--- config.mk ---
export PLATFORM = sky130hd
export DESIGN_NAME = sio_command_frame_receiver
export DESIGN_NICKNAME = d
export VERILOG_FILES = /design/src/hw/rtl/scfr_pkg.sv /design/src/hw/rtl/scfr_cfg_regs.sv /design/src/hw/rtl/scfr_in_stage.sv /design/src/hw/rtl/scfr_frame_core.sv /design/src/hw/rtl/scfr_out_stage.sv /design/src/hw/rtl/sio_command_frame_receiver.sv
export SDC_FILE = /design/constraint.sdc
export NUM_CORES = 1
export LEC_CHECK = 0
export ABC_CLOCK_PERIOD_IN_PS = 5400
export BUFFER_PORTS_ARGS = -buffer_cell sky130_fd_sc_hd__buf_2
export CAP_MARGIN = 10
export CORE_ASPECT_RATIO = 1.4
export CORE_MARGIN = 4
export CORE_UTILIZATION = 45
export CTS_BUF_LIST = sky130_fd_sc_hd__clkbuf_8
export DETAILED_ROUTE_END_ITERATION = 10
export PLACE_DENSITY_LB_ADDON = 0.1
export SLEW_MARGIN = 20
export SYNTH_ARGS = -nofsm -noshare
export SYNTH_HDL_FRONTEND = slang
export SYNTH_SLANG_ARGS = --single-unit
--- constraint.sdc ---
create_clock -name clk -period 5.4 [get_ports clk]
set_input_delay 1.08 -clock clk [delete_from_list [all_inputs] [get_ports clk]]
set_output_delay 1.08 -clock clk [all_outputs]
set_load 0.05 [all_outputs]
--- src/hw/rtl/scfr_pkg.sv ---
// Package for the serial command frame receiver: item and result structures,
// status codes, register decode and the end-around-carry checksum helper.
// No dependencies.
package scfr_pkg;

	localparam int unsigned ByteW = 8;
	localparam int unsigned CountW = 3;
	localparam int unsigned StoreDepth = 4;
	localparam int unsigned DataW = 32;
	localparam int unsigned AddrW = 3;

	localparam logic [CountW-1:0] FRAME_LEN = 3'd5;
	localparam logic [CountW-1:0] SUM_LEN = 3'd4;

	localparam logic [ByteW-1:0] HS_DIV_RESET = 8'd7;
	localparam logic [ByteW-1:0] NS_DIV_RESET = 8'd40;

	// Input event codes; the fourth code is unused and ignored.
	localparam logic [1:0] KIND_ASSERT = 2'd0;
	localparam logic [1:0] KIND_BYTE = 2'd1;
	localparam logic [1:0] KIND_RELEASE = 2'd2;

	// Register select taken from paddr[2]; the low address bits are ignored.
	localparam logic REG_HIGH_SPEED_DIV = 1'b0;
	localparam logic REG_NORMAL_SPEED_DIV = 1'b1;

	typedef enum logic [1:0] {
		STATUS_VALID = 2'd0,
		STATUS_BAD_SUM = 2'd1,
		STATUS_RX_ERROR = 2'd2
	} status_t;

	typedef struct packed {
		logic [1:0]       kind;
		logic [ByteW-1:0] data_byte;
		logic             receive_error;
	} in_item_t;

	typedef struct packed {
		status_t          frame_status;
		logic [ByteW-1:0] unit_id;
		logic [ByteW-1:0] command_code;
		logic [ByteW-1:0] aux_low;
		logic [ByteW-1:0] aux_high;
		logic [ByteW-1:0] speed_divisor;
		logic             high_speed;
	} result_t;

	typedef struct packed {
		logic [ByteW-1:0] high_speed_div;
		logic [ByteW-1:0] normal_speed_div;
	} cfg_t;

	// Ones' complement style addition: a carry out of bit 7 wraps back in.
	function automatic logic [ByteW-1:0] add_eac(input logic [ByteW-1:0] sum,
			input logic [ByteW-1:0] b);
		logic [ByteW:0] s;
		s = {1'b0, sum} + {1'b0, b};
		return s[ByteW-1:0] + {{(ByteW-1){1'b0}}, s[ByteW]};
	endfunction

endpackage

--- src/hw/rtl/scfr_cfg_regs.sv ---
// APB-style register file holding the two serial clock divisors.
// Depends on scfr_pkg.
module scfr_cfg_regs (
	input  logic                        clk,
	input  logic                        arst_n,
	input  logic                        psel,
	input  logic                        penable,
	input  logic                        pwrite,
	input  logic [scfr_pkg::AddrW-1:0]  paddr,
	input  logic [scfr_pkg::DataW-1:0]  pwdata,
	output logic [scfr_pkg::DataW-1:0]  prdata,
	output logic                        pready,
	output scfr_pkg::cfg_t              cfg
);
	import scfr_pkg::*;

	cfg_t cfg_q;
	logic wr_en;

	assign pready = 1'b1;
	assign wr_en = psel & penable & pwrite;
	assign cfg = cfg_q;

	always_ff @(posedge clk or negedge arst_n) begin
		if (!arst_n) begin
			cfg_q.high_speed_div <= HS_DIV_RESET;
			cfg_q.normal_speed_div <= NS_DIV_RESET;
		end else if (wr_en) begin
			case (paddr[2])
				REG_HIGH_SPEED_DIV: cfg_q.high_speed_div <= pwdata[ByteW-1:0];
				REG_NORMAL_SPEED_DIV: cfg_q.normal_speed_div <= pwdata[ByteW-1:0];
				default: ;
			endcase
		end
	end

	always_comb begin
		case (paddr[2])
			REG_HIGH_SPEED_DIV: prdata = {{(DataW-ByteW){1'b0}}, cfg_q.high_speed_div};
			REG_NORMAL_SPEED_DIV: prdata = {{(DataW-ByteW){1'b0}}, cfg_q.normal_speed_div};
			default: prdata = '0;
		endcase
	end

endmodule

--- src/hw/rtl/scfr_in_stage.sv ---
// Input register of the receiver: captures one request per cycle and holds
// it while the result side is blocked. Depends on scfr_pkg.
module scfr_in_stage (
	input  logic                clk,
	input  logic                arst_n,
	input  logic                in_valid,
	input  scfr_pkg::in_item_t  in_item,
	input  logic                advance,
	output logic                valid_s1,
	output scfr_pkg::in_item_t  item_s1
);
	import scfr_pkg::*;

	logic load;

	// The register refills whenever its current content moves on or it is empty.
	assign load = advance | ~valid_s1;

	always_ff @(posedge clk or negedge arst_n) begin
		if (!arst_n) begin
			valid_s1 <= 1'b0;
		end else if (load) begin
			valid_s1 <= in_valid;
		end
	end

	always_ff @(posedge clk) begin
		if (load && in_valid) begin
			item_s1 <= in_item;
		end
	end

endmodule

--- src/hw/rtl/scfr_frame_core.sv ---
// Frame state and evaluation: byte collection, running checksum, error
// tracking and the speed mode toggle. Depends on scfr_pkg.
module scfr_frame_core (
	input  logic                clk,
	input  logic                arst_n,
	input  logic                valid_s1,
	input  scfr_pkg::in_item_t  item_s1,
	input  logic                advance,
	input  scfr_pkg::cfg_t      cfg,
	output logic                res_valid,
	output scfr_pkg::result_t   res
);
	import scfr_pkg::*;

	logic [CountW-1:0] byte_count_q;
	logic [ByteW-1:0]  frame_store_q [StoreDepth];
	logic [ByteW-1:0]  running_sum_q;
	logic [ByteW-1:0]  check_value_q;
	logic              error_seen_q;
	logic              high_speed_q;
	logic              line_active_q;

	logic    step;
	logic    take_byte;
	logic    is_release;
	logic    toggle;
	status_t status;

	assign step = valid_s1 & advance;
	assign take_byte = (item_s1.kind == KIND_BYTE) & line_active_q & ~error_seen_q
		& (byte_count_q < FRAME_LEN);
	assign is_release = (item_s1.kind == KIND_RELEASE) & line_active_q;

	always_comb begin
		if (error_seen_q || (byte_count_q < FRAME_LEN)) begin
			status = STATUS_RX_ERROR;
		end else if (check_value_q != running_sum_q) begin
			status = STATUS_BAD_SUM;
		end else begin
			status = STATUS_VALID;
		end
	end

	assign toggle = (status != STATUS_VALID);

	always_ff @(posedge clk or negedge arst_n) begin
		if (!arst_n) begin
			byte_count_q <= '0;
			running_sum_q <= '0;
			check_value_q <= '0;
			error_seen_q <= 1'b0;
			high_speed_q <= 1'b0;
			line_active_q <= 1'b0;
		end else if (step) begin
			case (item_s1.kind)
				KIND_ASSERT: begin
					byte_count_q <= '0;
					running_sum_q <= '0;
					check_value_q <= '0;
					error_seen_q <= 1'b0;
					line_active_q <= 1'b1;
				end
				KIND_BYTE: begin
					if (take_byte) begin
						if (item_s1.receive_error) begin
							error_seen_q <= 1'b1;
						end else begin
							if (byte_count_q < SUM_LEN) begin
								running_sum_q <= add_eac(running_sum_q, item_s1.data_byte);
							end else begin
								check_value_q <= item_s1.data_byte;
							end
							byte_count_q <= byte_count_q + 3'd1;
						end
					end
				end
				KIND_RELEASE: begin
					if (is_release) begin
						line_active_q <= 1'b0;
						if (toggle) begin
							high_speed_q <= ~high_speed_q;
						end
					end
				end
				default: ;
			endcase
		end
	end

	always_ff @(posedge clk) begin
		if (step && take_byte && !item_s1.receive_error && (byte_count_q < SUM_LEN)) begin
			frame_store_q[byte_count_q[1:0]] <= item_s1.data_byte;
		end
	end

	logic new_hs;

	assign new_hs = high_speed_q ^ toggle;
	assign res_valid = valid_s1 & is_release;

	always_comb begin
		res.frame_status = status;
		if (status == STATUS_RX_ERROR) begin
			res.unit_id = '0;
			res.command_code = '0;
			res.aux_low = '0;
			res.aux_high = '0;
		end else begin
			res.unit_id = frame_store_q[0];
			res.command_code = frame_store_q[1];
			res.aux_low = frame_store_q[2];
			res.aux_high = frame_store_q[3];
		end
		res.speed_divisor = new_hs ? cfg.high_speed_div : cfg.normal_speed_div;
		res.high_speed = new_hs;
	end

endmodule

--- src/hw/rtl/scfr_out_stage.sv ---
// Result register of the receiver: holds one result until the downstream
// side takes it. Depends on scfr_pkg.
module scfr_out_stage (
	input  logic               clk,
	input  logic               arst_n,
	input  logic               res_valid,
	input  scfr_pkg::result_t  res,
	input  logic               out_stall,
	output logic               advance,
	output logic               out_valid,
	output scfr_pkg::result_t  out_res
);
	import scfr_pkg::*;

	logic    out_valid_q;
	result_t out_res_q;

	assign advance = ~(out_valid_q & out_stall);
	assign out_valid = out_valid_q;
	assign out_res = out_res_q;

	always_ff @(posedge clk or negedge arst_n) begin
		if (!arst_n) begin
			out_valid_q <= 1'b0;
		end else if (advance) begin
			out_valid_q <= res_valid;
		end
	end

	always_ff @(posedge clk) begin
		if (advance && res_valid) begin
			out_res_q <= res;
		end
	end

endmodule

--- src/hw/rtl/sio_command_frame_receiver.sv ---
// Top level of the serial command frame receiver.
// Depends on scfr_pkg, scfr_cfg_regs, scfr_in_stage, scfr_frame_core and
// scfr_out_stage.
//
// Each input request is a line event or a received byte (kind, data_byte,
// receive_error). An assert opens a frame; up to five bytes are then taken
// (unit, command, aux1, aux2, check). A release of an open frame gives one
// result: status, the four frame bytes (zero on a receive error or short
// frame) and the serial divisor in use after the speed toggle that follows
// any failure. Other requests give no result.
// A request is captured in the input register and evaluated from there into the
// result register, which offers the result of a release request to the
// downstream side. One request is taken every cycle unless in_stall is raised.
// When the receiver stalls with a result waiting, the input register holds
// its request and in_stall rises once that register is full.
// Reset returns both divisors to 7 and 40, closes any frame and selects normal
// speed. Divisors are written over APB at byte addresses 0 (high speed) and 4
// (normal speed), by the user only while idle; the block does not enforce it.
module sio_command_frame_receiver (
	input  logic                        clk,
	input  logic                        arst_n,
	input  logic                        in_valid,
	output logic                        in_stall,
	input  logic [1:0]                  kind,
	input  logic [7:0]                  data_byte,
	input  logic                        receive_error,
	output logic                        out_valid,
	input  logic                        out_stall,
	output logic [1:0]                  frame_status,
	output logic [7:0]                  unit_id,
	output logic [7:0]                  command_code,
	output logic [7:0]                  aux_low,
	output logic [7:0]                  aux_high,
	output logic [7:0]                  speed_divisor,
	output logic                        high_speed,
	input  logic                        psel,
	input  logic                        penable,
	input  logic                        pwrite,
	input  logic [scfr_pkg::AddrW-1:0]  paddr,
	input  logic [scfr_pkg::DataW-1:0]  pwdata,
	output logic [scfr_pkg::DataW-1:0]  prdata,
	output logic                        pready
);
	import scfr_pkg::*;

	cfg_t     cfg;
	in_item_t in_item;
	in_item_t item_s1;
	logic     valid_s1;
	logic     advance;
	logic     res_valid;
	result_t  res;
	result_t  out_res;

	assign in_item.kind = kind;
	assign in_item.data_byte = data_byte;
	assign in_item.receive_error = receive_error;

	assign in_stall = valid_s1 & ~advance;

	scfr_cfg_regs u_cfg_regs (
		.clk     (clk),
		.arst_n  (arst_n),
		.psel    (psel),
		.penable (penable),
		.pwrite  (pwrite),
		.paddr   (paddr),
		.pwdata  (pwdata),
		.prdata  (prdata),
		.pready  (pready),
		.cfg     (cfg)
	);

	scfr_in_stage u_in_stage (
		.clk      (clk),
		.arst_n   (arst_n),
		.in_valid (in_valid),
		.in_item  (in_item),
		.advance  (advance),
		.valid_s1 (valid_s1),
		.item_s1  (item_s1)
	);

	scfr_frame_core u_frame_core (
		.clk       (clk),
		.arst_n    (arst_n),
		.valid_s1  (valid_s1),
		.item_s1   (item_s1),
		.advance   (advance),
		.cfg       (cfg),
		.res_valid (res_valid),
		.res       (res)
	);

	scfr_out_stage u_out_stage (
		.clk       (clk),
		.arst_n    (arst_n),
		.res_valid (res_valid),
		.res       (res),
		.out_stall (out_stall),
		.advance   (advance),
		.out_valid (out_valid),
		.out_res   (out_res)
	);

	assign frame_status = out_res.frame_status;
	assign unit_id = out_res.unit_id;
	assign command_code = out_res.command_code;
	assign aux_low = out_res.aux_low;
	assign aux_high = out_res.aux_high;
	assign speed_divisor = out_res.speed_divisor;
	assign high_speed = out_res.high_speed;

endmodule

==> results.yml <==
critical_path:
  slowest_stage: "edfxtp_1"
  path_common_cell: "ha_1"
  start_kind: "flop"
  slowest_delay_ps: 530
  critical_path.cell_chain: "ha_1 > fa_1 > a211o_1 > a311oi_2 > o21bai_1 > a21o_1 > ha_1 > and3_2 > o2111a_1 > nand4_1 > xnor2_1 > o21ai_1"
  crit_required_ps: 5710
  path_delay_family: "compound AO/OA/AOI/OAI gates"
  cp_num_buf_inv: 0
  crit_path_end_kind: "flop"
  cp_max_fo: 6
  r2r_slack_ps: 2150
  critPathArrivalTime_ps: 3560
  worstSetupPathType: "reg2reg"
synthesis:
  ys_ff_latch: 126
  yosys_warnings: 0
  synth_ff_type: "edfxtp_1"
  synthCells: 402
  synth.cell_area_um2: 5490
  synth-edff-count: 86
  async_flop_share_pct: 31.7
  syn_avg_cell_area_um2: 13.7
  ys_seq_area_share_pct: 65.4
  synthDistinctLibCells: 49
cts:
  clockBufferDepth: 2
  cts-hold-fix-buffers: 0
  root_buffer: "clkbuf_8"
  cts_buffers: 17
  cts_max_level: 4
  postCtsSetupRepairBufs: 0
  path_clk_slew_ps: 70
  clock_latency_ps: 430
  cts_tree: "done"
  postCtsResizedCells: 0
  cts.sinks: 126
route:
  antenna_left: 0
  vias: 3161
  dr.pass1.iters: 4
  wl_mm: 9.86
  vias_per_cell: 4.84
  drcViolationCount: 0
  first_iter_violations: 82
  wl_per_cell_um: 15.1
min_path:
  hold_path.class: "reg2reg"
floorplanning:
  start_util_pct: 46.2
  dieArea_um2: 14100
  io_pins: 131
  coreArea_um2: 11900
  die_w_um: 101
  die_y_um: 139
  row_count: 47
grt:
  grt_pass1_vias: 3186
  antenna_found_initial: 0
  grt_remaining_overflow: 0
  grt_first_pass_wirelength_mm: 16.2
  track_usage_pct: 15.0
  grt_max_degree: 45
power:
  vdd.ir_drop.worst_uv: 191
  p_leak_nw: 2.56
  power_density_nw_per_um2: 393
  power_mw: 2.49
sta:
  hold_viol: 0
  max_slew_margin_pct: 27.3
  slew_viol_final: 0
  period_share_pct: 60.1
  setup_viol: 0
  finalClockSkew_ps: 12.5
  fin_crit_ps: 3250
  rsz0062_at_grt: "no"
  worst_pin_slew_ps: 1080
  setup_ws_ps: 2150
  setup-tns-final_ps: 0
  fmax_ghz: 0.308
job:
  maxCapViolCount: 0
layout:
  syn_to_final_growth_pct: 15.5
  fillers: 1035
  antenna_cells: 0
  drive_gt1_share_pct: 31.4
  final_nets: 561
placed_design:
  dpl.hpwl_mm: 6.90
  place_ws_ps: 2140
  gp_congestion: 0.842
  port_buffers: 79
run_status:
  outcome: "finished clean"
==> power breakdown <==
group / internal [mW] / switching, mW / total (mW) / leakage [nW]
Sequential: 1.14 / 0.0624 / 1.20 / 1.29
Combinational: 0.196 / 0.320 / 0.516 / 1.08
Clock: 0.406 / 0.366 / 0.772 / 0.185
Total: 1.74 / 0.749 / 2.49 / 2.56
==> Yosys cell counts (all sizes together), types with 4 or more instances <==
cell type  number  share of area, %
clkbuf          5              0.34
nor3            4              0.36
a21oi           9              0.89
edfxtp         86                47
dfstp           5               2.4
buf            27               3.6
xnor2          13               2.1
o21ai          23               2.2
nand4           6              0.68
nand3          14               1.3
nor2           18               1.3
mux2           32               6.6
dfrtp          35                16
nand2          23               1.6
and2           38               4.3
inv            14              0.96
ha             14               3.2
==> layout make-up <==
class	count	area, um2	share of cell area [%]
Inverter	14	52.6	0.829
Clock inverter	15	146	2.31
Clock buffer	17	234	3.69
Tap cell	147	184	2.90
Timing Repair Buffer	81	410	6.47
Sequential cell	126	3590	56.6
Multi-Input combinational cell	253	1730	27.2
==> registers in the layout (all words and copies together), names as in the netlist, 3 cells and up <==
signal,count
u_cfg_regs.cfg,16
aux_low,8
u_frame_core.running_sum_q,8
u_in_stage.item_s1,11
u_frame_core.check_value_q,8
u_frame_core.byte_count_q,3
u_out_stage.out_res,18
command_code,8
aux_high,8
u_frame_core.frame_store_q,32
==> cells by family (layout without fill, tap and decap cells) <==
group	count (synthesis)	count (layout)	synth area share, %
muxes	32	32	6.56
DFF	126	126	65.4
other	2	25	0.137
and+or+nand+nor	116	116	11.2
AOI/OAI and AO/OA	49	49	5.58
buffers and inverters	46	127	4.90
adders and majority gates	15	15	3.55
xor gates and xnor gates	16	16	2.69
==> metrics by stage <==
stage	util [%]	instances	cell area, um2	hold WS [ps]
finish	53.4	653	6340	517
global placement	50.2	621	5960	502
floorplan	-	425	5580	492
global route	53.4	653	6340	530
detailed placement	50.2	621	5960	503
CTS	53.4	653	6340	519
==> routing by layer <==
| layer | up-vias | global-route usage, % | part of all wire (%) |
|---|---|---|---|
| li1 | 1575 | - | - |
| met1 | 1503 | 18.8 | 42 |
| met2 | 71 | 24.1 | 51 |
| met3 | 12 | 3.82 | 4.6 |
| met4 | 0 | 6.79 | 1.9 |
| met5 | - | 0 | 0 |
==> layout by cell type, fill, tap and decap left out, types with 3 or more instances in the layout <==
cell type and n:
a21oi_1 8, and2_1 38, buf_2 79, clkbuf_8 17, clkinvlp_4 4, conb_1 25, dfrtp_1 35, dfstp_2 5
edfxtp_1 86, ha_1 14, inv_1 15, mux2_2 32, nand2_1 23, nand2b_1 3, nand3_1 14, nand4_1 6
nor2_1 17, nor3_1 3, o21ai_0 21, o31ai_1 3, xnor2_1 13
==> worst paths after layout <==
check | startpoint | endpoint | depth (start not counted)
worst max-delay path | u_in_stage.item_s1[1] | u_frame_core.running_sum_q[7] | 12
worst min-delay path | u_frame_core.frame_store_q[1][2] | command_code[2] | 1
worst max register to register | u_in_stage.item_s1[1] | u_frame_core.running_sum_q[7] | 12
worst min register to register | u_frame_core.frame_store_q[1][2] | command_code[2] | 1
max in group asynchronous | arst_n | u_cfg_regs.cfg[7] | 1
min in group asynchronous | arst_n | u_in_stage.valid_s1 | 1
Note: power is estimated with default switching activity, not from simulation.
